### src/hdl/dgt_pkg.sv
// shared types and constants of the grid triangulator
// no dependencies; used by every other file of the block
`timescale 1ns / 1ps

package dgt_pkg;

  // field widths fixed by the payload and register layout
  localparam int ELEV_W = 16;
  localparam int IDX_W  = 20;
  localparam int SIZE_W = 11;

  // register indexes (byte address bits 3:2)
  localparam logic [1:0] REG_NODATA   = 2'd0;
  localparam logic [1:0] REG_NUM_COLS = 2'd1;
  localparam logic [1:0] REG_NUM_ROWS = 2'd2;

  // nodata reset value, -9999
  localparam logic [ELEV_W-1:0] NODATA_RESET = 16'hD8F1;

  // triangle select bits of a cell
  localparam int TRI_FIRST  = 0;
  localparam int TRI_SECOND = 1;

  // configuration seen by the datapath
  typedef struct packed {
    logic [ELEV_W-1:0] nodata;
    logic [SIZE_W-1:0] ncols;
    logic [SIZE_W-1:0] nrows;
    logic              restart;
  } cfg_t;

  // sample in flight between the line buffer stage and the emitter
  typedef struct packed {
    logic [ELEV_W-1:0] br;
    logic              has_cell;
    logic              row_end;
    logic [IDX_W-1:0]  i_br;
    logic [IDX_W-1:0]  i_tr;
  } samp_t;

endpackage

### src/hdl/dgt_cfg.sv
// apb register file: nodata value and clamped grid size
// depends on dgt_pkg for register indexes and cfg_t
`timescale 1ns / 1ps

module dgt_cfg #(
  parameter int MAX_COLS = 1024,
  parameter int MAX_ROWS = 1024
) (
  input  logic                          clk_i,
  input  logic                          rst_ni,
  input  logic                          psel,
  input  logic                          penable,
  input  logic                          pwrite,
  input  logic [3:0]                    paddr,
  input  logic [31:0]                   pwdata,
  output logic [31:0]                   prdata,
  output logic                          pready,
  output dgt_pkg::cfg_t                 cfg_o
);

  localparam int CLW = 18;
  localparam logic [CLW-1:0] MAXC = CLW'(MAX_COLS);
  localparam logic [CLW-1:0] MAXR = CLW'(MAX_ROWS);
  localparam logic [dgt_pkg::SIZE_W-1:0] NCOLS_RST =
    (MAX_COLS < 1024) ? dgt_pkg::SIZE_W'(MAX_COLS) : 11'd1024;
  localparam logic [dgt_pkg::SIZE_W-1:0] NROWS_RST =
    (MAX_ROWS < 1024) ? dgt_pkg::SIZE_W'(MAX_ROWS) : 11'd1024;

  logic [dgt_pkg::ELEV_W-1:0] nodata_q, nodata_d;
  logic [dgt_pkg::SIZE_W-1:0] ncols_q, ncols_d;
  logic [dgt_pkg::SIZE_W-1:0] nrows_q, nrows_d;
  logic                       wr_en;
  logic [1:0]                 reg_idx;

  // size clamp to 2..max
  function automatic logic [dgt_pkg::SIZE_W-1:0] clamp_size(
    input logic [dgt_pkg::SIZE_W-1:0] v,
    input logic [CLW-1:0]             mx
  );
    logic [dgt_pkg::SIZE_W-1:0] res;
    if (v < 11'd2) begin
      res = 11'd2;
    end else if (CLW'(v) > mx) begin
      res = mx[dgt_pkg::SIZE_W-1:0];
    end else begin
      res = v;
    end
    return res;
  endfunction

  assign pready  = 1'b1;
  assign wr_en   = psel && penable && pwrite;
  assign reg_idx = paddr[3:2];

  // write decode
  always_comb begin
    nodata_d = nodata_q;
    ncols_d  = ncols_q;
    nrows_d  = nrows_q;
    if (wr_en) begin
      case (reg_idx)
        dgt_pkg::REG_NODATA:   nodata_d = pwdata[dgt_pkg::ELEV_W-1:0];
        dgt_pkg::REG_NUM_COLS: ncols_d  = clamp_size(pwdata[dgt_pkg::SIZE_W-1:0], MAXC);
        dgt_pkg::REG_NUM_ROWS: nrows_d  = clamp_size(pwdata[dgt_pkg::SIZE_W-1:0], MAXR);
        default: ;
      endcase
    end
  end

  always_ff @(posedge clk_i or negedge rst_ni) begin
    if (!rst_ni) begin
      nodata_q <= dgt_pkg::NODATA_RESET;
      ncols_q  <= NCOLS_RST;
      nrows_q  <= NROWS_RST;
    end else begin
      nodata_q <= nodata_d;
      ncols_q  <= ncols_d;
      nrows_q  <= nrows_d;
    end
  end

  // read mux
  always_comb begin
    case (reg_idx)
      dgt_pkg::REG_NODATA:   prdata = {16'd0, nodata_q};
      dgt_pkg::REG_NUM_COLS: prdata = {21'd0, ncols_q};
      dgt_pkg::REG_NUM_ROWS: prdata = {21'd0, nrows_q};
      default:               prdata = 32'd0;
    endcase
  end

  // a size write restarts the frame at the same edge
  assign cfg_o.nodata  = nodata_q;
  assign cfg_o.ncols   = ncols_q;
  assign cfg_o.nrows   = nrows_q;
  assign cfg_o.restart = wr_en && (reg_idx == dgt_pkg::REG_NUM_COLS ||
                                   reg_idx == dgt_pkg::REG_NUM_ROWS);

endmodule

### config.mk
export PLATFORM = sky130hd
export DESIGN_NAME = dgt_cfg
export DESIGN_NICKNAME = d
export VERILOG_FILES = /design/src/hdl/dgt_pkg.sv /design/src/hdl/dgt_cfg.sv
export SDC_FILE = /design/constraint.sdc
export NUM_CORES = 1
export LEC_CHECK = 0
export ABC_AREA = 0
export BUFFER_PORTS_ARGS = -buffer_cell sky130_fd_sc_hd__clkbuf_2
export CAP_MARGIN = 0
export CORE_MARGIN = 8
export CORE_UTILIZATION = 40
export DETAILED_ROUTE_END_ITERATION = 10
export PLACE_DENSITY_LB_ADDON = 0.1
export REMOVE_ABC_BUFFERS = 1
export SLEW_MARGIN = 20
export SYNTH_ARGS = -nofsm -noshare
export SYNTH_HDL_FRONTEND = slang
export SYNTH_SLANG_ARGS = --single-unit
export TNS_END_PERCENT = 50
### constraint.sdc
create_clock -name clk_i -period 3.2 [get_ports clk_i]
set_clock_uncertainty 0.15 [all_clocks]
set_input_delay 0.16 -clock clk_i [delete_from_list [all_inputs] [get_ports clk_i]]
set_output_delay 0.16 -clock clk_i [all_outputs]
set_load 0.03 [all_outputs]
# Word level (Yosys, flattened, before mapping)
# Cells that the tools add are included.
[op_classes]
n_lt_le_gt_ge = 2
eq_ne = 2
mux = 3
reduce_logical = 8
[op_table]
columns = ["cell", "count"]
rows = [
  ["16-bit case mux with 3 select lines", 1],
  ["11-bit two-way mux", 2],
  ["11-bit > comparator, second input constant", 1],
  ["11-bit by 2-bit less-than comparator with 1-bit output, second input constant", 1],
  ["2-bit AND reduction", 3],
  ["1-bit logical AND", 3],
  ["2-bit by 1-bit equality test with 1-bit output, second input constant", 1],
  ["2-bit equality test, second input constant", 1],
  ["2-bit logical NOT", 1],
  ["1-bit logical OR", 1],
]
[word_totals]
register_bits = 38
input_bits = 41
elab_cells = 18

# Logic depth before layout (Yosys ltp)
[depth]
word_depth = 3
ltp_mapped = 6

# Worst setup path after synthesis
# OpenSTA, ideal clock, no wires.
[synth_timing]
path_kind = "input -> output"
startpoint = "input paddr[2]"
endpoint = "output prdata[0]"
t_arrival_ns = 1.241
required_ns = 2.890
setup_slack_ns = 1.649
cell_stages = 6
path_cell_list = "inv_1 ha_1 buf_4 clkbuf_1 a222oi_1 nor2_1"
[synth_via]
elab_chain_cells = 2
elab_cells_between_ends = 4
classes_between = "2 x eq/ne; 1 x mux; 1 x reduce/logical"
[synth_lines]
columns = ["element", "line", "rtl"]
rows = [
  ["from (decl)", "dgt_cfg.sv:14", "input logic [3:0] paddr,"],
  ["2-bit equality test, or another cell as far along", "dgt_cfg.sv:84", "case (reg_idx)"],
  ["16-bit case mux with 3 select lines (*)", "dgt_cfg.sv:84", ""],
  ["to (decl)", "dgt_cfg.sv:16", "output logic [31:0] prdata,"],
]
# Mark *: on every way between the ends. The rest lies on a longest branch, timed or not.

# Worst setup path after layout
[layout_timing]
startpoint = "input paddr[2]"
endpoint = "output prdata[1]"
# The elaborated chain is that of the path after synthesis.

==> impl_metrics.ini <==
[critical_path]
worstPathRequired_ns = 2.89
r2r_cells = 1
cp.arrival_ns = 1.52
critPathLaunchType = input port
reg2reg_from = nodata_q[1]$_DFFE_PN0P_
rrSetupSlack_ns = 2.26
path_class = in -> out
worstPathMaxFanout = 10
r2r_end = nodata_q[1]$_DFFE_PN0P_
critPathCaptureType = output port

[route]
ant_nets = 0
drcViolationCount = 0
wl_mm = 5.49
dr.pass1.iters = 4
wl_per_cell_um = 16.7
drt_iter0_markers = 91
routed_via_density = 4.83
routed-via-count = 1590

[grt]
grt_max_degree = 39
antenna_found_initial = 0
grt_util_all_layers = 0.150
grt-ovfl-total = 0
grt_pass1_wl_mm = 8.58
grt_pass1_vias = 1627

[place]
portBuffers = 77
gp_congestion = 0.724
dpl.hpwl_mm = 3.81

[sta]
maxSlewViolCount = 0
fin_crit_ns = 1.83
post-route-period-util = 0.573
rsz0062_at_grt = false
fmax_mhz = 546
hold_violations = 0
setup_viol = 0
worstMarginPinSlew_ns = 0.948
fin_tns_setup_ns = 0
slew_headroom = 0.368

[clock_tree]
ctsResizeCount = 0
cts_htree_levels = 2
cts_tree = done
cts_sinks = 38
postCtsSetupBuffers = 0
cts_root_buf = clkbuf_8
path_clk_slew_ns = 0.07
clockBufferDepth = 2
insertion_delay_ns = 0.28
cts_inserted_buffers = 5

[synth]
seq_area_frac_synth = 0.496
netlist_instances = 176
synth-seq-cells = 38
postSynthAreaPerCell_um2 = 11.1
synthFlopType = dfrtp_1
synth.most_common_cell = dfrtp_1
synth_area_leaders = dfrtp_1 35%, dfstp_2 15%, mux2_4 7.7%, buf_4 6.9%, a222oi_1 5.7%
ys.warnings.count = 0
syn_area_um2 = 1950
synth.top_cell.area_share = 0.347
synth_edf_count = 0
synth_top_cell_by_area = dfrtp_1
synth_cell_type_count = 25
synthArstFlopShare = 1.00
synth_common_cells = 27 x dfrtp_1, 20 x nand2_1, 18 x buf_4

[die]
pin_count = 113
die_area_um2 = 7350
dieHeight_um = 85.7
num_rows = 25
start_util = 0.412
die_width_um = 85.7
coreArea_um2 = 4720

[cells_and_area]
antenna_cells = 0
final_nets = 306
drive_gt1_frac = 0.447
fill_cells = 429
syn_to_final_growth_pct = 29.1

[power_and_ir_drop]
p_total_uw = 1590
vdd_drop_max_mv = 0.338
leakage_uw = 0.00131
power_density_nw_per_um2 = 631

[min_path]
hold-path-cell-count = 2
holdPathEnd = nodata_q[2]$_DFFE_PN0P_
hp-start = pwdata[2]
hp-class = in -> reg

[job]
cap_viol_max_count = 0

[outcome]
status = finished clean
## repair_timing
item                                   4_1_cts  5_1_grt
hold buffers                                11        0
setup endpoints to repair                    0        0
endpoints found under the hold margin       37        0
## cell families after synthesis
logic type                 Yosys count  share of synthesized area
and+or+nand+nor                     52                      0.138
DFF                                 38                      0.496
AOI/OAI and AO/OA                   32                      0.116
buffers and inverters               30                     0.0978
muxes                               18                      0.123
adders and majority gates            4                     0.0257
other                                2                    0.00386
## per-layer routing
layer	GRT usage	share of wire	vias up
met5	0	0	-
met4	0.0430	0.0069	0
met3	0.0516	0.10	4
met2	0.238	0.46	82
met1	0.189	0.43	744
li1	-	-	760
## sequential cells by signal, indices dropped and copies added (netlist names)
register / cells
nrows_q: 11
ncols_q: 11
nodata_q: 16
## layout make-up
cell class / count / area [um^2] / share of cell area
Sequential cell: 38 / 965 / 0.384
Multi-Input combinational cell: 123 / 847 / 0.337
Timing Repair Buffer: 91 / 518 / 0.206
Clock buffer: 7 / 86.3 / 0.0344
Tap cell: 67 / 83.8 / 0.0334
Inverter: 2 / 7.51 / 0.00299
Clock inverter: 1 / 5.00 / 0.00199
## metrics by stage
stage / setup WS, ns / cells / utilization / hold WS, ns / area (um^2)
after floorplan: 1.51 / 163 / - / -0.286 / 1820
after global placement: 1.20 / 310 / 0.489 / 0.205 / 2310
after detailed placement: 1.19 / 310 / 0.489 / 0.204 / 2310
after CTS: 1.35 / 329 / 0.532 / 0.00223 / 2510
after global routing: 1.23 / 329 / 0.532 / 0.0102 / 2510
final: 1.37 / 329 / 0.532 / 0.00658 / 2510
## how the worst max path moves through the flow
stage,cells past startpoint,from,slack (ns),to
6_report,7,paddr[2],1.37,prdata[1]
5_1_grt,7,paddr[2],1.23,prdata[10]
4_1_cts,7,paddr[2],1.35,prdata[1]
3_5_place_dp,5,paddr[2],1.19,nodata_q[9]$_DFFE_PN0P_
3_3_place_gp,5,paddr[2],1.20,nodata_q[13]$_DFFE_PN0P_
2_1_floorplan,4,paddr[2],1.51,nrows_q[10]$_DFFE_PN1P_
## cells in the final DEF, fill, tap and decap left out
cell type,count
and2_1,5
o21ai_0,13
nor4_1,2
a222oi_1,11
ha_1,4
a21oi_1,1
dlygate4sd3_1,11
nand2b_1,9
and3b_1,1
mux2_4,10
conb_1,17
clkbuf_8,6
mux2_2,8
o21ai_1,3
nor2_1,11
and4_1,1
nand4_1,2
o31ai_1,4
clkinv_2,1
dfstp_2,11
buf_4,3
clkbuf_2,77
inv_1,2
nand4_4,1
nand2_1,20
clkbuf_1,1
dfrtp_1,27
## power breakdown
| group | total [uW] | switching (uW) | internal (uW) |
|---|---|---|---|
| logic | 582 | 394 | 188 |
| clock network | 336 | 162 | 174 |
| registers | 668 | 72.1 | 596 |
## worst max-delay path, cell delays in order
cell and delay, ns:
clkbuf_2 0.11, inv_1 0.07, ha_1 0.45, buf_4 0.27
a222oi_1 0.08, nor2_1 0.15, clkbuf_2 0.23
No activity file was read; power rests on OpenSTA's default activity.
