[src/hdl/dgt_pkg.sv]
// shared types and constants of the grid triangulator
// no dependencies; used by every other file of the block
`timescale 1ns / 1ps

package dgt_pkg;

  // field widths fixed by the payload and register layout
  localparam int ELEV_W = 16;
  localparam int IDX_W  = 20;
  localparam int SIZE_W = 11;

  // register indexes (byte address bits 3:2)
  localparam logic [1:0] REG_NODATA   = 2'd0;
  localparam logic [1:0] REG_NUM_COLS = 2'd1;
  localparam logic [1:0] REG_NUM_ROWS = 2'd2;

  // nodata reset value, -9999
  localparam logic [ELEV_W-1:0] NODATA_RESET = 16'hD8F1;

  // triangle select bits of a cell
  localparam int TRI_FIRST  = 0;
  localparam int TRI_SECOND = 1;

  // configuration seen by the datapath
  typedef struct packed {
    logic [ELEV_W-1:0] nodata;
    logic [SIZE_W-1:0] ncols;
    logic [SIZE_W-1:0] nrows;
    logic              restart;
  } cfg_t;

  // sample in flight between the line buffer stage and the emitter
  typedef struct packed {
    logic [ELEV_W-1:0] br;
    logic              has_cell;
    logic              row_end;
    logic [IDX_W-1:0]  i_br;
    logic [IDX_W-1:0]  i_tr;
  } samp_t;

endpackage

[src/hdl/dgt_stream_if.sv]


interface dgt_out_if;
  logic                       valid;
  logic                       ready;
  logic [dgt_pkg::IDX_W-1:0]  vertex_a;
  logic [dgt_pkg::IDX_W-1:0]  vertex_b;
  logic [dgt_pkg::IDX_W-1:0]  vertex_c;
  logic                       last_of_run;

  modport source (output valid, output vertex_a, output vertex_b, output vertex_c,
                  output last_of_run, input ready);
  modport sink   (input valid, input vertex_a, input vertex_b, input vertex_c,
                  input last_of_run, output ready);
endinterface

[src/hdl/dgt_tri_emit.sv]
// triangle builder: nodata tests, two-entry triangle hold and output register
// depends on dgt_pkg and dgt_out_if
`timescale 1ns / 1ps

module dgt_tri_emit (
  input  logic                        clk_i,
  input  logic                        rst_ni,
  input  dgt_pkg::cfg_t               cfg_i,
  input  logic                        valid_i,
  input  dgt_pkg::samp_t              samp_i,
  input  logic [dgt_pkg::ELEV_W-1:0]  tr_i,
  output logic                        take_o,
  dgt_out_if.source                   out_m
);

  logic [dgt_pkg::ELEV_W-1:0] left_prev_q, left_cur_q;
  logic [1:0]                 mask_q, mask_d, mask_new;
  logic [dgt_pkg::IDX_W-1:0]  i_tl_q, i_bl_q, i_br_q, i_tr_q;
  logic                       out_valid_q, out_valid_d;
  logic [dgt_pkg::IDX_W-1:0]  va_q, vb_q, vc_q;
  logic                       last_q;
  logic                       tl_ok, tr_ok, bl_ok, br_ok;
  logic                       out_load;
  logic                       hold_free;

  // corner tests against nodata
  assign tl_ok = left_prev_q != cfg_i.nodata;
  assign bl_ok = left_cur_q  != cfg_i.nodata;
  assign tr_ok = tr_i        != cfg_i.nodata;
  assign br_ok = samp_i.br   != cfg_i.nodata;

  always_comb begin
    mask_new = 2'b00;
    mask_new[dgt_pkg::TRI_FIRST]  = samp_i.has_cell && (tl_ok || bl_ok || br_ok);
    mask_new[dgt_pkg::TRI_SECOND] = samp_i.has_cell && (tl_ok || br_ok || tr_ok);
  end

  // handshake between hold register and output register
  assign out_load  = (mask_q != 2'b00) && (!out_valid_q || out_m.ready);
  assign hold_free = (mask_q == 2'b00) || (out_load && mask_q != 2'b11);
  assign take_o    = valid_i && hold_free;

  always_comb begin
    mask_d = mask_q;
    if (take_o) begin
      mask_d = mask_new;
    end else if (out_load) begin
      if (mask_q[dgt_pkg::TRI_FIRST]) begin
        mask_d[dgt_pkg::TRI_FIRST] = 1'b0;
      end else begin
        mask_d[dgt_pkg::TRI_SECOND] = 1'b0;
      end
    end
  end

  always_comb begin
    out_valid_d = out_valid_q;
    if (out_load) begin
      out_valid_d = 1'b1;
    end else if (out_m.ready) begin
      out_valid_d = 1'b0;
    end
  end

  // control state and left-neighbor samples
  always_ff @(posedge clk_i or negedge rst_ni) begin
    if (!rst_ni) begin
      mask_q      <= 2'b00;
      out_valid_q <= 1'b0;
      left_prev_q <= '0;
      left_cur_q  <= '0;
    end else begin
      mask_q      <= mask_d;
      out_valid_q <= out_valid_d;
      if (cfg_i.restart) begin
        left_prev_q <= '0;
        left_cur_q  <= '0;
      end else if (take_o) begin
        left_prev_q <= samp_i.row_end ? '0 : tr_i;
        left_cur_q  <= samp_i.row_end ? '0 : samp_i.br;
      end
    end
  end

  // vertex indices of the cell
  always_ff @(posedge clk_i) begin
    if (take_o) begin
      i_br_q <= samp_i.i_br;
      i_bl_q <= samp_i.i_br - 20'd1;
      i_tr_q <= samp_i.i_tr;
      i_tl_q <= samp_i.i_tr - 20'd1;
    end
  end

  // output register, first triangle before second
  always_ff @(posedge clk_i) begin
    if (out_load) begin
      va_q   <= i_tl_q;
      last_q <= (mask_q != 2'b11);
      if (mask_q[dgt_pkg::TRI_FIRST]) begin
        vb_q <= i_bl_q;
        vc_q <= i_br_q;
      end else begin
        vb_q <= i_br_q;
        vc_q <= i_tr_q;
      end
    end
  end

  assign out_m.valid       = out_valid_q;
  assign out_m.vertex_a    = va_q;
  assign out_m.vertex_b    = vb_q;
  assign out_m.vertex_c    = vc_q;
  assign out_m.last_of_run = last_q;

`ifndef ASSERT_OFF
  // a triangle that is not last is followed at once by its partner
  a_run_cont: assert property (@(posedge clk_i) disable iff (!rst_ni)
    (out_m.valid && out_m.ready && !out_m.last_of_run) |=>
      (out_m.valid && out_m.vertex_a == $past(out_m.vertex_a)))
    else $error("second triangle of a run missing");

  // no new sample while both triangles are still held
  a_hold_busy: assert property (@(posedge clk_i) disable iff (!rst_ni)
    (mask_q == 2'b11) |-> !take_o)
    else $error("hold register overwritten");
`endif

endmodule

[src/flat_wrapper.sv]
// flat-port wrapper written by rule: the top's interface ports become plain ports
module dgt_tri_emit_flat 
  (clk_i, rst_ni, cfg_i, valid_i, samp_i, tr_i, take_o, out_m_valid, out_m_vertex_a, out_m_vertex_b, out_m_vertex_c, out_m_last_of_run, out_m_ready);
  dgt_out_if out_m_i ();
  input  logic clk_i;
  input  logic rst_ni;
  input  dgt_pkg::cfg_t cfg_i;
  input  logic valid_i;
  input  dgt_pkg::samp_t samp_i;
  input  logic [dgt_pkg::ELEV_W-1:0] tr_i;
  output logic take_o;
  output wire logic [$bits(out_m_i.valid)-1:0] out_m_valid;
  output wire logic [$bits(out_m_i.vertex_a)-1:0] out_m_vertex_a;
  output wire logic [$bits(out_m_i.vertex_b)-1:0] out_m_vertex_b;
  output wire logic [$bits(out_m_i.vertex_c)-1:0] out_m_vertex_c;
  output wire logic [$bits(out_m_i.last_of_run)-1:0] out_m_last_of_run;
  input wire logic [$bits(out_m_i.ready)-1:0] out_m_ready;
  assign out_m_valid = out_m_i.valid;
  assign out_m_vertex_a = out_m_i.vertex_a;
  assign out_m_vertex_b = out_m_i.vertex_b;
  assign out_m_vertex_c = out_m_i.vertex_c;
  assign out_m_last_of_run = out_m_i.last_of_run;
  assign out_m_i.ready = out_m_ready;
  dgt_tri_emit u_core (.clk_i(clk_i), .rst_ni(rst_ni), .cfg_i(cfg_i), .valid_i(valid_i), .samp_i(samp_i), .tr_i(tr_i), .take_o(take_o), .out_m(out_m_i));
endmodule
[config.mk]
export PLATFORM = sky130hd
export DESIGN_NAME = dgt_tri_emit_flat
export DESIGN_NICKNAME = d
export VERILOG_FILES = /design/src/hdl/dgt_pkg.sv /design/src/hdl/dgt_stream_if.sv /design/src/hdl/dgt_tri_emit.sv /design/src/flat_wrapper.sv
export SDC_FILE = /design/constraint.sdc
export NUM_CORES = 1
export LEC_CHECK = 0
export ABC_AREA = 1
export BUFFER_PORTS_ARGS = -buffer_cell sky130_fd_sc_hd__buf_2
export CORE_UTILIZATION = 45
export CTS_CLUSTER_SIZE = 12
export DETAILED_ROUTE_END_ITERATION = 8
export GPL_ROUTABILITY_DRIVEN = 0
export PLACE_DENSITY_LB_ADDON = 0.15
export SLEW_MARGIN = 30
export SYNTH_ARGS = -nofsm -noshare
export SYNTH_HDL_FRONTEND = slang
export SYNTH_SLANG_ARGS = --single-unit
[constraint.sdc]
create_clock -name clk_i -period 4.4 [get_ports clk_i]
set_clock_uncertainty 0.1 [all_clocks]
set_input_delay 0.66 -clock clk_i [delete_from_list [all_inputs] [get_ports clk_i]]
set_output_delay 0.66 -clock clk_i [all_outputs]
set_load 0.01 [all_outputs]
Word level (Yosys, flattened, before mapping)

Cells that the tools add are included.

Register bits: 176
Output and inout bits: 63
Logic and storage cells: 52

Reductions and logical operators: 18
Eq/ne operators: 6
Mux-type cells: 13
Add/sub/neg operators: 2

Operator list:

| operator                                            | number |
|---|---|
| 2-to-1 mux 16 bit                                   | 6 |
| != test 16 bit                                      | 4 |
| 2-to-1 mux 20 bit                                   | 2 |
| subtractor 20 x 1 -> 20 bit (second input constant) | 2 |
| nonzero test 2 bit                                  | 4 |
| logical OR 1 bit                                    | 6 |
| logical AND 1 bit                                   | 5 |
| 2-to-1 mux 2 bit                                    | 2 |
| != test 2 bit (second input constant)               | 2 |
| 2-to-1 mux 1 bit                                    | 3 |
| zero test 2 bit                                     | 1 |
| AND reduction 2 bit                                 | 1 |
| zero test 1 bit                                     | 1 |

Depth between registers and ports, before layout

Word-level depth: 8
Depth in mapped cells: 11
Depth with buffers taken out: 11

Worst setup path before layout

Ideal clock, no wire load.

Path kind: input to register
Start: input out_m_ready
End: register u_core.last_q, in the netlist u_core.out_m.last_of_run (enable)
Slack: 0.541 ns
Cell stages on the path: 2
Data required time: 3.818 ns
Arrival: 3.278 ns
Setup time: 0.482 ns
Cells stage by stage: nor2_2 > nor2_1

Cells in the longest elaborated chain, start to end: 2

Ends and longest elaborated chain:

| element              | line               | RTL |
|---|---|---|
| from (decl)          | flat_wrapper.sv:17 | `input wire logic [$bits(out_m_i.ready)-1:0] out_m_ready;` |
| logical OR 1 bit     | dgt_tri_emit.sv:39 | `assign out_load = (mask_q != 2'b00) && (!out_valid_q \|\| out_m.ready);` |
| logical AND 1 bit    | dgt_tri_emit.sv:39 |  |
| net u_core.out_load  | dgt_tri_emit.sv:23 | `logic out_load;` |
| to (signal assigned) | dgt_tri_emit.sv:99 | `last_q <= (mask_q != 2'b11);` |
| to (decl)            | dgt_tri_emit.sv:21 | `logic last_q;` |

The timed path passes the listed nets, and every way through them passes these cells.
A chain may end at the register's enable or synchronous reset.

Worst setup path in the final report

Start: register u_core.out_valid_q, in the netlist u_core.out_m.valid
End: output take_o

Cells in the longest elaborated chain, start to end: 6

Ends and longest elaborated chain:

| element                | line               | RTL |
|---|---|---|
| from (decl)            | dgt_tri_emit.sv:19 | `logic out_valid_q, out_valid_d;` |
| from (signal assigned) | dgt_tri_emit.sv:74 | `out_valid_q <= out_valid_d;` |
| zero test 1 bit        | dgt_tri_emit.sv:39 |  |
| logical OR 1 bit       | dgt_tri_emit.sv:39 |  |
| logical AND 1 bit      | dgt_tri_emit.sv:39 |  |
| logical AND 1 bit      | dgt_tri_emit.sv:40 | `assign hold_free = (mask_q == 2'b00) \|\| (out_load && mask_q != 2'b11);` |
| logical OR 1 bit       | dgt_tri_emit.sv:40 |  |
| logical AND 1 bit      | dgt_tri_emit.sv:41 | `assign take_o = valid_i && hold_free;` |
| to (decl)              | flat_wrapper.sv:11 | `output logic take_o;` |

Every way passes these cells.

==> reports/metrics.cfg <==
[global_route]
antenna_found_initial = 2
grt_use_total_pct = 19.14
grt_pass1_wl_mm = 25.97
grt_pass1_vias = 5100
grt_max_degree = 73
gr-total-overflow = 0

[synthesis]
synth.most_common_cell = nand2_1
synth_cell_types = 34
synth_common_cells = nand2_1, edfxtp_1, inv_1
synth_top_area_cell = edfxtp_1
async_flop_share_pct = 19.89
netlist_area_um2 = 7995
ys_ff_latch = 176
avgSynthCellArea_um2 = 10.63
yosysWarnings = 0
synth_top_area_share_pct = 52.96
synth_seq_area_share_pct = 63.91
ys_top_cells_by_area = edfxtp_1, dfrtp_1, nand2_1
syn_nets = 871
syn_inst = 752
yosys_most_used_dff = edfxtp_1
synth_edf_count = 141

[clock_tree]
clk_pin_slew_ps = 70
cts_resized = 0
htree_levels = 4
cts_tree = built
cts_buffers = 17
insertion_delay_ps = 420
clock_sinks = 176
ctsLongestPathBuffers = 2
cts-root-buf = clkbuf_16
cts_setup_buffers = 0
postCtsHoldBufs = 0

[worst_setup_path]
arrival_ps = 1880
crit_type = reg -> out
setup.worst_path.start_class = flop
rr_worst_depth = 7
path_max_fanout = 24
end_kind = primary output
cp_data_required_time_ps = 3640

[power]
p_sw_share_pct = 28.57
irDropWorstVdd_v = 0.0003152
pwr-share-seq_pct = 50.3
p_clk_share_pct = 32.0
p_sw_uw = 1272
p_leak_uw = 0.004129
p_per_area_nw_per_um2 = 463.9
pwr-share-comb_pct = 17.7
p_total_uw = 4452
internal-power_uw = 3180

[drt]
ant_nets = 0
viasPerCell = 4.735
initialDrtViolationCount = 278
vias = 5440
drc = 0
totalWireLength_mm = 16.77
post_drt_wl_per_cell_um = 14.59
drt-pass1-iter-count = 4

[sta]
timing.fmax_mhz = 378.4
worst_pin_slew_ps = 888.8
drv_slew = 0
min_period_over_period_pct = 60.06
fin_ws_ps = 1757
slew_headroom_pct = 40.75
timing.hold.ws_ps = 248.4
rsz0062_at_grt = false
setup_tns_ps = 0
setup_viol = 0
finalHoldViolCount = 0
fin_crit_ps = 2643

[floorplan]
initial_core_util_pct = 46.22
core_um2 = 17300
ios = 180
die_area_um2 = 18300
die_h_um = 135.3
row_count = 48
dieWidth_um = 135.3

[outcome]
status = completed

[place]
place_ws_ps = 1763
io_buffers = 157
dpl.hpwl_mm = 12.19

[final_layout]
nets = 1030
drive_above_1_share_pct = 24.57
n_antenna_cell = 0
area_growth_pct = 20.05

[run]
max-cap-violations = 0

[worst_hold_path]
hp-class = in -> async

-- sequential cells by signal, summed over array words and instances (netlist names) --
register	count
u_core.i_br_q	20
u_core.mask_q	2
u_core.i_tr_q	20
u_core.out_m.valid	1
u_core.out_m.vertex_c	20
u_core.left_prev_q	16
u_core.i_tl_q	20
u_core.i_bl_q	20
u_core.out_m.last_of_run	1
u_core.out_m.vertex_a	20
u_core.left_cur_q	16
u_core.out_m.vertex_b	20
-- final timing paths --
check / startpoint / endpoint / slack, ps
worst min register to register: u_core.i_tl_q[3] / u_core.out_m.vertex_a[3] / 320
worst max-delay path: u_core.out_m.valid / take_o / 1760
worst max register to register: u_core.out_m.valid / u_core.i_br_q[4] / 2100
worst min-delay path: rst_ni / u_core.left_prev_q[15] / 250
max in group asynchronous: rst_ni / u_core.left_cur_q[7] / 3400
min in group clk_i: u_core.i_tl_q[3] / u_core.out_m.vertex_a[3] / 320
-- placed cells by master, fill, tap and decap left out, types with 5 or more instances in the layout --
master and n:
buf_2 157, buf_4 8, clkbuf_16 17, dfrtp_1 35, edfxtp_1 141, inv_1 83
inv_6 6, nand2_1 198, nand3_1 46, nor2_1 52, nor2_2 5, o21ai_0 46
o22ai_1 8, xnor2_1 50, xor2_1 25
-- power by group through the flow --
stage | Combinational (uW) | Clock [uW] | Sequential (uW)
after global routing | 879 | 1530 | 2260
after global placement | 773 | 0 | 2270
final | 788 | 1430 | 2240
after floorplan | 370 | 0 | 2350
after detailed placement | 780 | 0 | 2280
after CTS | 784 | 1460 | 2240
-- cell type report --
type	instances	area (um^2)
clock buffer	17	425.4
clock inverter	15	140.1
fill	1535	7699
inverter	86	324.1
multi-input combinational	464	2444
sequential	176	5110
tap	225	281.5
timing repair buffer	166	873.3
-- layer usage --
layer  GRT usage (%)  routed length [um]
met1           25.41                7499
met5               0                  24
met4           6.055                 174
met3           4.040                 972
met2           31.40                8094
-- critical path, cell delays in order (launching register included) --
cell and delay, ps:
dfrtp_1 360, inv_2 40, nor2_2 190, nand2_1 120
nand3_2 90, buf_4 270, clkinv_2 180, buf_2 210
-- logic make-up (layout without fill, tap and decap cells) --
| logic type | after synthesis | in the layout | share of synthesized area, % |
|---|---|---|---|
| simple gates | 328 | 328 | 18.08 |
| flops | 176 | 176 | 63.91 |
| xor+xnor | 75 | 75 | 8.216 |
| buf+inv | 112 | 284 | 5.618 |
| fa+ha+maj | 2 | 2 | 0.3129 |
| compound gates | 59 | 59 | 3.865 |
-- through the flow --
step | util, % | instance area [um^2] | std cells
final | 55.49 | 9598 | 1149
after global routing | 55.49 | 9598 | 1149
after CTS | 55.33 | 9570 | 1148
after detailed placement | 52.06 | 9005 | 1116
after global placement | 52.06 | 9005 | 1116
after floorplan | - | 7995 | 752
Note: power is estimated with default switching activity, not from simulation.
